**config.mk**
```make
export PLATFORM = sky130hd
export DESIGN_NAME = parent_linked_key_table
export DESIGN_NICKNAME = d
export VERILOG_FILES = /design/src/plkt_pkg.sv /design/src/plkt_ram.sv /design/src/plkt_seq.sv /design/src/parent_linked_key_table.sv
export VERILOG_INCLUDE_DIRS = /design/src /design/src/src
export SDC_FILE = /design/constraint.sdc
export NUM_CORES = 2
export LEC_CHECK = 0
export BUFFER_PORTS_ARGS = -buffer_cell sky130_fd_sc_hd__buf_2
export CORE_ASPECT_RATIO = 1.75
export CORE_UTILIZATION = 45
export DETAILED_ROUTE_END_ITERATION = 8
export GPL_TIMING_DRIVEN = 0
export PLACE_DENSITY = 0.62
export SETUP_SLACK_MARGIN = 0.2
export SYNTH_ARGS = -nofsm -noshare
export SYNTH_HDL_FRONTEND = slang
export SYNTH_SLANG_ARGS = --single-unit
```
**constraint.sdc**
```tcl
create_clock -name aclk -period 14.3 [get_ports aclk]
set_input_delay 2.86 -clock aclk [delete_from_list [all_inputs] [get_ports aclk]]
set_output_delay 2.86 -clock aclk [all_outputs]
set_load 0.01 [all_outputs]
```
**src/parent_linked_key_table_assert.svh**
```systemverilog
// Assertion macros for the parent-linked key table.
// Included by the top level; no other dependencies.
`ifndef PARENT_LINKED_KEY_TABLE_ASSERT_SVH
`define PARENT_LINKED_KEY_TABLE_ASSERT_SVH

`ifndef SYNTHESIS
`define PLKT_ASSERT_IMP(label, clk, rstn, ante, cons, msg) \
    label: assert property (@(posedge clk) disable iff (!(rstn)) (ante) |-> (cons)) \
        else $error(msg);
`define PLKT_ASSERT_NEXT(label, clk, rstn, ante, cons, msg) \
    label: assert property (@(posedge clk) disable iff (!(rstn)) (ante) |=> (cons)) \
        else $error(msg);
`else
`define PLKT_ASSERT_IMP(label, clk, rstn, ante, cons, msg)
`define PLKT_ASSERT_NEXT(label, clk, rstn, ante, cons, msg)
`endif

`endif

```
**src/plkt_pkg.sv**
```systemverilog
// Shared types and constants for the parent-linked key table.
// No dependencies.
package plkt_pkg;

    localparam int TABLE_DEPTH_DEF = 32;
    localparam int KEY_W           = 32;
    localparam int SLOT_W          = 5;
    localparam int ENTRY_W         = 2 * KEY_W;
    localparam int RESULT_CAP      = 32;
    localparam int MATCH_W         = $clog2(RESULT_CAP + 1);
    localparam int IN_TDATA_W      = 72;
    localparam int OUT_TDATA_W     = 40;

    typedef enum logic [1:0] {
        CMD_INSERT   = 2'd0,
        CMD_DELETE   = 2'd1,
        CMD_LOOKUP   = 2'd2,
        CMD_CHILDREN = 2'd3
    } cmd_t;

    typedef enum logic [1:0] {
        ST_OK     = 2'd0,
        ST_REJECT = 2'd1,
        ST_FULL   = 2'd2,
        ST_MISS   = 2'd3
    } status_t;

    typedef struct packed {
        cmd_t                     cmd;
        logic signed [KEY_W-1:0]  key;
        logic signed [KEY_W-1:0]  parent_key;
        logic        [SLOT_W-1:0] position;
    } req_t;

    typedef struct packed {
        status_t                  status;
        logic        [SLOT_W-1:0] slot;
        logic signed [KEY_W-1:0]  child_key;
        logic                     last;
    } res_t;

endpackage

```
**src/plkt_ram.sv**
```systemverilog
// Simple dual-port synchronous RAM: one write port, one read port, registered read data.
// Depends on nothing but its parameters.
module plkt_ram #(
    parameter int DEPTH = 32,
    parameter int WIDTH = 64
) (
    input  logic                     aclk,
    input  logic                     wr_en,
    input  logic [$clog2(DEPTH)-1:0] wr_addr,
    input  logic [WIDTH-1:0]         wr_data,
    input  logic                     rd_en,
    input  logic [$clog2(DEPTH)-1:0] rd_addr,
    output logic [WIDTH-1:0]         rd_data
);

    logic [WIDTH-1:0] mem [DEPTH];
    logic [WIDTH-1:0] rd_data_reg;

    always_ff @(posedge aclk) begin
        if (wr_en) begin
            mem[wr_addr] <= wr_data;
        end
        if (rd_en) begin
            rd_data_reg <= mem[rd_addr];
        end
    end

    assign rd_data = rd_data_reg;

endmodule

```
**src/plkt_seq.sv**
```systemverilog
// Command sequencer: scans the entry RAM one slot per read, updates it and
// produces result words. Depends on plkt_pkg.
module plkt_seq #(
    parameter int TABLE_DEPTH = 32
) (
    input  logic                                  aclk,
    input  logic                                  aresetn,
    input  logic                                  req_valid,
    output logic                                  req_ready,
    input  plkt_pkg::req_t                        req,
    output logic                                  res_valid,
    input  logic                                  res_ready,
    output plkt_pkg::res_t                        res,
    output logic                                  wr_en,
    output logic [$clog2(TABLE_DEPTH)-1:0]        wr_addr,
    output logic [plkt_pkg::ENTRY_W-1:0]          wr_data,
    output logic                                  rd_en,
    output logic [$clog2(TABLE_DEPTH)-1:0]        rd_addr,
    input  logic [plkt_pkg::ENTRY_W-1:0]          rd_data,
    output logic [$clog2(TABLE_DEPTH+1)-1:0]      fill
);
    import plkt_pkg::*;

    localparam int IDX_W = $clog2(TABLE_DEPTH);
    localparam int CNT_W = $clog2(TABLE_DEPTH + 1);
    localparam int CMP_W = (CNT_W > SLOT_W) ? CNT_W : SLOT_W;

    typedef enum logic [1:0] {S_IDLE, S_RD, S_EV, S_FIN} state_t;
    typedef enum logic [1:0] {PH_GONE, PH_CLR, PH_MOVE} phase_t;

    state_t              state_reg;
    phase_t              phase_reg;
    cmd_t                cmd_reg;
    logic [KEY_W-1:0]    key_reg;
    logic [KEY_W-1:0]    par_reg;
    logic [SLOT_W-1:0]   pos_reg;
    logic [IDX_W-1:0]    addr_reg;
    logic [CNT_W-1:0]    cnt_reg;
    logic [MATCH_W-1:0]  nmatch_reg;
    logic                fk_reg;
    logic                fp_reg;
    logic                hit_reg;
    logic                err_reg;
    logic [KEY_W-1:0]    gone_reg;
    logic [SLOT_W-1:0]   pend_slot_reg;
    logic [KEY_W-1:0]    pend_key_reg;
    logic                out_valid_reg;
    res_t                out_reg;

    logic              out_free;
    logic              out_valid_next;
    logic [IDX_W-1:0]  last_idx;
    logic              at_end;
    logic [KEY_W-1:0]  rk;
    logic [KEY_W-1:0]  rp;
    logic              full;
    logic              ins_bad;
    logic              child_hit;
    logic              pos_bad;
    res_t              fin_res;

    assign out_free  = !out_valid_reg || res_ready;
    assign last_idx  = IDX_W'(cnt_reg - CNT_W'(1));
    assign at_end    = (addr_reg == last_idx);
    assign rk        = rd_data[KEY_W-1:0];
    assign rp        = rd_data[ENTRY_W-1:KEY_W];
    assign full      = (cnt_reg == CNT_W'(TABLE_DEPTH));
    assign ins_bad   = fk_reg || ((par_reg != '0) && !fp_reg);
    assign child_hit = (rp == key_reg);
    assign pos_bad   = (CMP_W'(req.position) >= CMP_W'(cnt_reg));

    // A word is loaded when the command finishes or when a held match is pushed out.
    assign out_valid_next = (out_valid_reg && !res_ready)
                         || (out_free && ((state_reg == S_FIN)
                             || (state_reg == S_EV && cmd_reg == CMD_CHILDREN
                                 && child_hit && nmatch_reg != '0)));

    assign req_ready = (state_reg == S_IDLE);
    assign res_valid = out_valid_reg;
    assign res       = out_reg;
    assign fill      = cnt_reg;
    assign rd_en     = (state_reg == S_RD);
    assign rd_addr   = addr_reg;

    // The final word of every command; the children list closes with its held match, or with a miss when none matched.
    always_comb begin
        fin_res = '{status: ST_OK, slot: '0, child_key: '0, last: 1'b1};
        unique case (cmd_reg)
            CMD_INSERT: begin
                if (ins_bad) begin
                    fin_res.status = ST_REJECT;
                end else if (full) begin
                    fin_res.status = ST_FULL;
                end else begin
                    fin_res.slot = SLOT_W'(cnt_reg);
                end
            end
            CMD_DELETE: begin
                if (err_reg) begin
                    fin_res.status = ST_MISS;
                end
            end
            CMD_LOOKUP: begin
                if (hit_reg) begin
                    fin_res.slot = pend_slot_reg;
                end else begin
                    fin_res.status = ST_MISS;
                end
            end
            CMD_CHILDREN: begin
                if (nmatch_reg == '0) begin
                    fin_res.status = ST_MISS;
                end else begin
                    fin_res.slot      = pend_slot_reg;
                    fin_res.child_key = pend_key_reg;
                end
            end
            default: fin_res.status = ST_MISS;
        endcase
    end

    always_comb begin
        wr_en   = 1'b0;
        wr_addr = addr_reg;
        wr_data = rd_data;
        if (state_reg == S_EV && cmd_reg == CMD_DELETE && phase_reg == PH_CLR
            && rp == gone_reg) begin
            wr_en   = 1'b1;
            wr_data = {{KEY_W{1'b0}}, rk};
        end else if (state_reg == S_EV && cmd_reg == CMD_DELETE
                     && phase_reg == PH_MOVE) begin
            wr_en   = 1'b1;
            wr_addr = IDX_W'(pos_reg);
        end else if (state_reg == S_FIN && out_free && cmd_reg == CMD_INSERT
                     && !ins_bad && !full) begin
            wr_en   = 1'b1;
            wr_addr = IDX_W'(cnt_reg);
            wr_data = {par_reg, key_reg};
        end
    end

    always_ff @(posedge aclk) begin
        if (!aresetn) begin
            state_reg     <= S_IDLE;
            cnt_reg       <= '0;
            out_valid_reg <= 1'b0;
        end else begin
            out_valid_reg <= out_valid_next;
            unique case (state_reg)
                S_IDLE: begin
                    if (req_valid) begin
                        cmd_reg    <= req.cmd;
                        key_reg    <= req.key;
                        par_reg    <= req.parent_key;
                        pos_reg    <= req.position;
                        nmatch_reg <= '0;
                        fk_reg     <= 1'b0;
                        fp_reg     <= 1'b0;
                        hit_reg    <= 1'b0;
                        err_reg    <= pos_bad;
                        phase_reg  <= PH_GONE;
                        addr_reg   <= (req.cmd == CMD_DELETE) ? IDX_W'(req.position) : '0;
                        if (req.cmd == CMD_DELETE) begin
                            if (pos_bad) begin
                                state_reg <= S_FIN;
                            end else begin
                                state_reg <= S_RD;
                            end
                        end else if (cnt_reg == '0) begin
                            state_reg <= S_FIN;
                        end else begin
                            state_reg <= S_RD;
                        end
                    end
                end
                S_RD: begin
                    state_reg <= S_EV;
                end
                S_EV: begin
                    unique case (cmd_reg)
                        CMD_INSERT: begin
                            fk_reg <= fk_reg || (rk == key_reg);
                            fp_reg <= fp_reg || (rk == par_reg);
                            addr_reg  <= addr_reg + IDX_W'(1);
                            state_reg <= at_end ? S_FIN : S_RD;
                        end
                        CMD_LOOKUP: begin
                            if (rk == key_reg) begin
                                hit_reg       <= 1'b1;
                                pend_slot_reg <= SLOT_W'(addr_reg);
                                state_reg     <= S_FIN;
                            end else begin
                                addr_reg  <= addr_reg + IDX_W'(1);
                                state_reg <= at_end ? S_FIN : S_RD;
                            end
                        end
                        CMD_CHILDREN: begin
                            // A match is held back one step so the last one can be flagged.
                            if (!child_hit) begin
                                addr_reg  <= addr_reg + IDX_W'(1);
                                state_reg <= at_end ? S_FIN : S_RD;
                            end else if (nmatch_reg == '0 || out_free) begin
                                if (nmatch_reg != '0) begin
                                    out_reg <= '{status: ST_OK, slot: pend_slot_reg,
                                                 child_key: pend_key_reg, last: 1'b0};
                                end
                                pend_slot_reg <= SLOT_W'(addr_reg);
                                pend_key_reg  <= rk;
                                nmatch_reg    <= nmatch_reg + MATCH_W'(1);
                                addr_reg      <= addr_reg + IDX_W'(1);
                                if (at_end || nmatch_reg == MATCH_W'(RESULT_CAP - 1)) begin
                                    state_reg <= S_FIN;
                                end else begin
                                    state_reg <= S_RD;
                                end
                            end
                        end
                        CMD_DELETE: begin
                            unique case (phase_reg)
                                PH_GONE: begin
                                    gone_reg  <= rk;
                                    addr_reg  <= '0;
                                    phase_reg <= PH_CLR;
                                    state_reg <= S_RD;
                                end
                                PH_CLR: begin
                                    // The final entry is read only after its parent
                                    // may have been cleared by this pass.
                                    if (at_end) begin
                                        phase_reg <= PH_MOVE;
                                    end else begin
                                        addr_reg <= addr_reg + IDX_W'(1);
                                    end
                                    state_reg <= S_RD;
                                end
                                PH_MOVE: begin
                                    cnt_reg   <= cnt_reg - CNT_W'(1);
                                    state_reg <= S_FIN;
                                end
                                default: state_reg <= S_FIN;
                            endcase
                        end
                        default: state_reg <= S_FIN;
                    endcase
                end
                S_FIN: begin
                    if (out_free) begin
                        out_reg <= fin_res;
                        if (cmd_reg == CMD_INSERT && !ins_bad && !full) begin
                            cnt_reg <= cnt_reg + CNT_W'(1);
                        end
                        state_reg <= S_IDLE;
                    end
                end
                default: state_reg <= S_IDLE;
            endcase
        end
    end

endmodule

```
**src/parent_linked_key_table.sv**
```systemverilog
// Parent-linked key table: up to TABLE_DEPTH unique keys, each with a parent key
// (zero for none), held in one RAM of {parent, key} words in slots 0 .. count-1.
// Commands are taken one at a time and each walks the RAM slot by slot
// (read, then evaluate). Delete makes one read of the victim, a full pass clearing
// its children's parent links, and a read and write moving the final entry into
// the hole. The children walk may also stall on the output. The RAM read port
// sets the pace. Results leave through an output register, so a finished result
// may wait on m_tready without holding up the next command's start.
`include "parent_linked_key_table_assert.svh"

module parent_linked_key_table #(
    parameter int TABLE_DEPTH = plkt_pkg::TABLE_DEPTH_DEF
) (
    input  logic                              aclk,
    input  logic                              aresetn,
    input  logic                              s_tvalid,
    output logic                              s_tready,
    // key [31:0], parent_key [63:32], position [68:64], zero fill above
    input  logic [plkt_pkg::IN_TDATA_W-1:0]   s_tdata,
    // cmd [1:0]
    input  logic [1:0]                        s_tuser,
    output logic                              m_tvalid,
    input  logic                              m_tready,
    // slot [4:0], child_key [36:5], zero fill above
    output logic [plkt_pkg::OUT_TDATA_W-1:0]  m_tdata,
    // status [1:0]
    output logic [1:0]                        m_tuser,
    output logic                              m_tlast
);
    import plkt_pkg::*;

    localparam int IDX_W = $clog2(TABLE_DEPTH);
    localparam int CNT_W = $clog2(TABLE_DEPTH + 1);
    localparam int PAD_W = OUT_TDATA_W - KEY_W - SLOT_W;

    req_t               req;
    res_t               res;
    logic               wr_en;
    logic [IDX_W-1:0]   wr_addr;
    logic [ENTRY_W-1:0] wr_data;
    logic               rd_en;
    logic [IDX_W-1:0]   rd_addr;
    logic [ENTRY_W-1:0] rd_data;
    logic [CNT_W-1:0]   fill;

    assign req.cmd        = cmd_t'(s_tuser);
    assign req.key        = s_tdata[KEY_W-1:0];
    assign req.parent_key = s_tdata[2*KEY_W-1:KEY_W];
    assign req.position   = s_tdata[2*KEY_W+SLOT_W-1:2*KEY_W];

    plkt_ram #(
        .DEPTH (TABLE_DEPTH),
        .WIDTH (ENTRY_W)
    ) u_ram (
        .aclk    (aclk),
        .wr_en   (wr_en),
        .wr_addr (wr_addr),
        .wr_data (wr_data),
        .rd_en   (rd_en),
        .rd_addr (rd_addr),
        .rd_data (rd_data)
    );

    plkt_seq #(
        .TABLE_DEPTH (TABLE_DEPTH)
    ) u_seq (
        .aclk      (aclk),
        .aresetn   (aresetn),
        .req_valid (s_tvalid),
        .req_ready (s_tready),
        .req       (req),
        .res_valid (m_tvalid),
        .res_ready (m_tready),
        .res       (res),
        .wr_en     (wr_en),
        .wr_addr   (wr_addr),
        .wr_data   (wr_data),
        .rd_en     (rd_en),
        .rd_addr   (rd_addr),
        .rd_data   (rd_data),
        .fill      (fill)
    );

    assign m_tdata = {{PAD_W{1'b0}}, res.child_key, res.slot};
    assign m_tuser = res.status;
    assign m_tlast = res.last;

    `PLKT_ASSERT_IMP(a_fill_bound, aclk, aresetn, 1'b1, fill <= CNT_W'(TABLE_DEPTH), "entry count above table depth")
    `PLKT_ASSERT_NEXT(a_one_at_a_time, aclk, aresetn, s_tvalid && s_tready, !s_tready, "new command taken while busy")
    `PLKT_ASSERT_IMP(a_error_is_last, aclk, aresetn, m_tvalid && m_tuser != ST_OK, m_tlast, "error word not marked last")

endmodule
```
==> results.ini <==
[status]
status = completed

[floorplanning]
die-area_um2 = 200900
num_rows = 216
ioPinCount = 123
dieWidth_um = 339.2
die_h_um = 592.2
start_util = 0.4527
core_area_um2 = 197800

[min_path]
hp-class = reg2reg

[worst_setup_path]
end_kind = flip-flop
crit_required_ps = 14860
ff2ff_path_depth = 12
cp-start-kind = input pin
r2r_start = u_ram.rd_data[46]
startpoint = m_tready
cp-endpoint = u_ram.mem[7][23]
reg2reg_to = u_ram.mem[7][23]
r2r_setup_slack_ps = 8410
crit_path_max_fanout = 10
crit_type = in2reg
worstPathArrival_ps = 6920

[layout]
final_core_util = 0.5274
largest_reg_flops = 2048
mostFrequentLayoutCell = edfxtp_1
layout-drive-gt1-share = 0.3319
layout_common_cells = edfxtp_1, mux4_2, buf_4, nand2_1, clkbuf_16
syn2layout_area_growth_pct = 16.49
nets = 4934

[clock_tree]
cts_hold_buf = 0
root_buffer = clkbuf_16
cts_sinks = 2318
clk_pin_slew_ps = 60
tritoncts = yes
cts_max_level = 4
clkLatencyLatePin_ps = 890
cts.repair.resized = 0
clockBufferDepth = 4
cts_buffers = 209
post-cts-setup-buffers = 0

[power_and_ir_drop]
power.density_nw_per_um2 = 136.8
power_frac_seq = 0.540
vdd_drop_max_mv = 0.1042
sw_frac_of_total = 0.2294
switching_power_mw = 3.275
p_leak_nw = 33.83
clkPwrFrac = 0.382
p_int_mw = 11.00
pwr-share-comb = 0.078

[timing]
finalCritPeriodShare = 0.4446
fin_crit_ps = 6358
setup_violations = 0
relSlewSlack = 0.02086
tns_ps = 0
max_freq_mhz = 157.3
finalClockSkew_ps = 67.55
drv_slew = 0
tightestPinTransition_ps = 1469
rsz0062_at_grt = false
hold_viol_final = 0

[logic_synthesis]
synth_edf_count = 2309
synth_top_family_by_area = multiplexers
synth_area_per_cell_um2 = 22.26
ys_types = 58
ys_async_sr_fraction = 0
synthFlopType = edfxtp_1
synth_xor_area_frac = 0.01408
yosys_warnings = 0
synth_simple_gate_area_frac = 0.02876
ys_ff_latch = 2318
muxShareOfSynthArea = 0.1613
synthAdderAreaFrac = 0.001537
synth-seq-area-share = 0.7762
synthCells = 4024
synth-compound-area-share = 0.008145
netlist_area_um2 = 89560

[drt]
drtIter0Drc = 6343
vias = 46680
finalWirelength_mm = 267.6
drc = 0
detail_route.wl_per_cell_um = 35.11
vias_per_cell = 6.125
met1_length_mm = 97.06
wl_met2_mm = 132.7
wl_met3_mm = 24.43
ant_nets = 0
highest_layer = met5
dr.pass1.iters = 6

[global_route]
grt_pass1_wl_mm = 369.3
grt_max_degree = 50
grt_antenna_before_repair = 9
track_usage = 0.2669
grt_pass1_vias = 46380
grt-ovfl-total = 0

[flow_run]
cap_violations = 0

[place]
port_buffers = 115
place_hpwl_mm = 194.1
gp_congestion = 0.8844

==> cells by family after synthesis <==
family,Yosys count
AO/OA/AOI/OAI,110
XOR/XNOR,144
adder cells (fa/ha/maj),11
buffers and inverters,221
flip-flops,2318
multiplexers,643
other,1
AND/OR/NAND/NOR,576
==> per-layer routing <==
metal	track usage	vias to the layer above
met5	0	-
met4	0.1147	4
met3	0.04689	582
met2	0.4469	2648
met1	0.3449	25060
li1	-	18390
==> power by group through the flow <==
stage                     logic, mW  clock network (mW)  registers [mW]
after detailed placement       1.11                   0            7.85
after CTS                      1.12                5.50            7.70
final                          1.11                5.45            7.71
after global placement         1.04                   0            7.87
after floorplan               0.657                   0            7.79
after global routing           1.16                5.73            7.70
==> metrics by stage <==
step / hold slack, ps / power, mW / cell area, um2 / cells / setup slack (ps)
floorplan: 424.4 / 8.449 / 89570 / 4026 / 3280
global placement: 433.9 / 8.909 / 93420 / 6757 / -9050
detailed placement: 440.4 / 8.962 / 97910 / 7249 / 7162
CTS: 454.9 / 14.32 / 104300 / 7619 / 8061
global route: 461.7 / 14.59 / 104300 / 7621 / 7805
finish: 453.3 / 14.27 / 104300 / 7622 / 7942
==> cells in the mapped netlist, types with 4 or more instances <==
| master | instances | area [um2] |
|---|---|---|
| a32o_1 | 5 | 50.05 |
| nor3_1 | 11 | 55.05 |
| nand3_1 | 14 | 70.07 |
| mux4_2 | 640 | 14410 |
| and2_1 | 34 | 212.7 |
| buf_1 | 31 | 116.4 |
| inv_1 | 17 | 63.81 |
| clkbuf_1 | 135 | 506.7 |
| nand4_1 | 17 | 106.4 |
| a31oi_1 | 7 | 43.79 |
| nand2_1 | 381 | 1430 |
| nor2b_1 | 4 | 25.02 |
| nor4_1 | 70 | 437.9 |
| o21ai_0 | 15 | 75.07 |
| nor2_1 | 25 | 93.84 |
| buf_2 | 30 | 150.1 |
| xnor2_1 | 44 | 385.4 |
| and3_1 | 6 | 37.54 |
| xor2_1 | 100 | 875.8 |
| dfxtp_1 | 9 | 180.2 |
| or3_1 | 4 | 25.02 |
| a21oi_1 | 48 | 240.2 |
| ha_1 | 11 | 137.6 |
| edfxtp_1 | 2309 | 69340 |
| a22o_1 | 4 | 35.03 |
| o211ai_1 | 4 | 30.03 |
==> critical path, stage by stage <==
cell      delay [ps]
buf_2             90
nor2b_1          420
nor2_1           120
and3_1           210
buf_2            180
a21oi_2          260
a221oi_1         310
buf_2            360
nor4_2           920
buf_4            330
buf_4            230
buf_4            220
buf_4            190
buf_4            200
==> worst min-delay path by stage <==
stage / cells past startpoint / end / startpoint / slack (ps)
after global placement: 0 / u_seq.pend_slot_reg[2] / u_seq.rd_addr[2] / 430
final: 0 / u_seq.pend_slot_reg[2] / u_seq.rd_addr[2] / 450
after CTS: 0 / u_seq.pend_slot_reg[2] / u_seq.rd_addr[2] / 450
after detailed placement: 0 / u_seq.pend_slot_reg[2] / u_seq.rd_addr[2] / 440
after global routing: 0 / u_seq.pend_slot_reg[2] / u_seq.rd_addr[2] / 460
after floorplan: 0 / u_seq.pend_slot_reg[2] / u_seq.rd_addr[2] / 420
==> layout make-up <==
class	count	area [um2]
tap	2616	3273
fill	15230	93500
clock inverter	123	989.7
multi-input combinational	1487	19510
inverter	20	75.07
sequential	2318	69520
timing repair buffer	608	4711
antenna	2	5.005
clock buffer	247	5415
buffer	201	834.6
(Power assumes the default switching activity.)
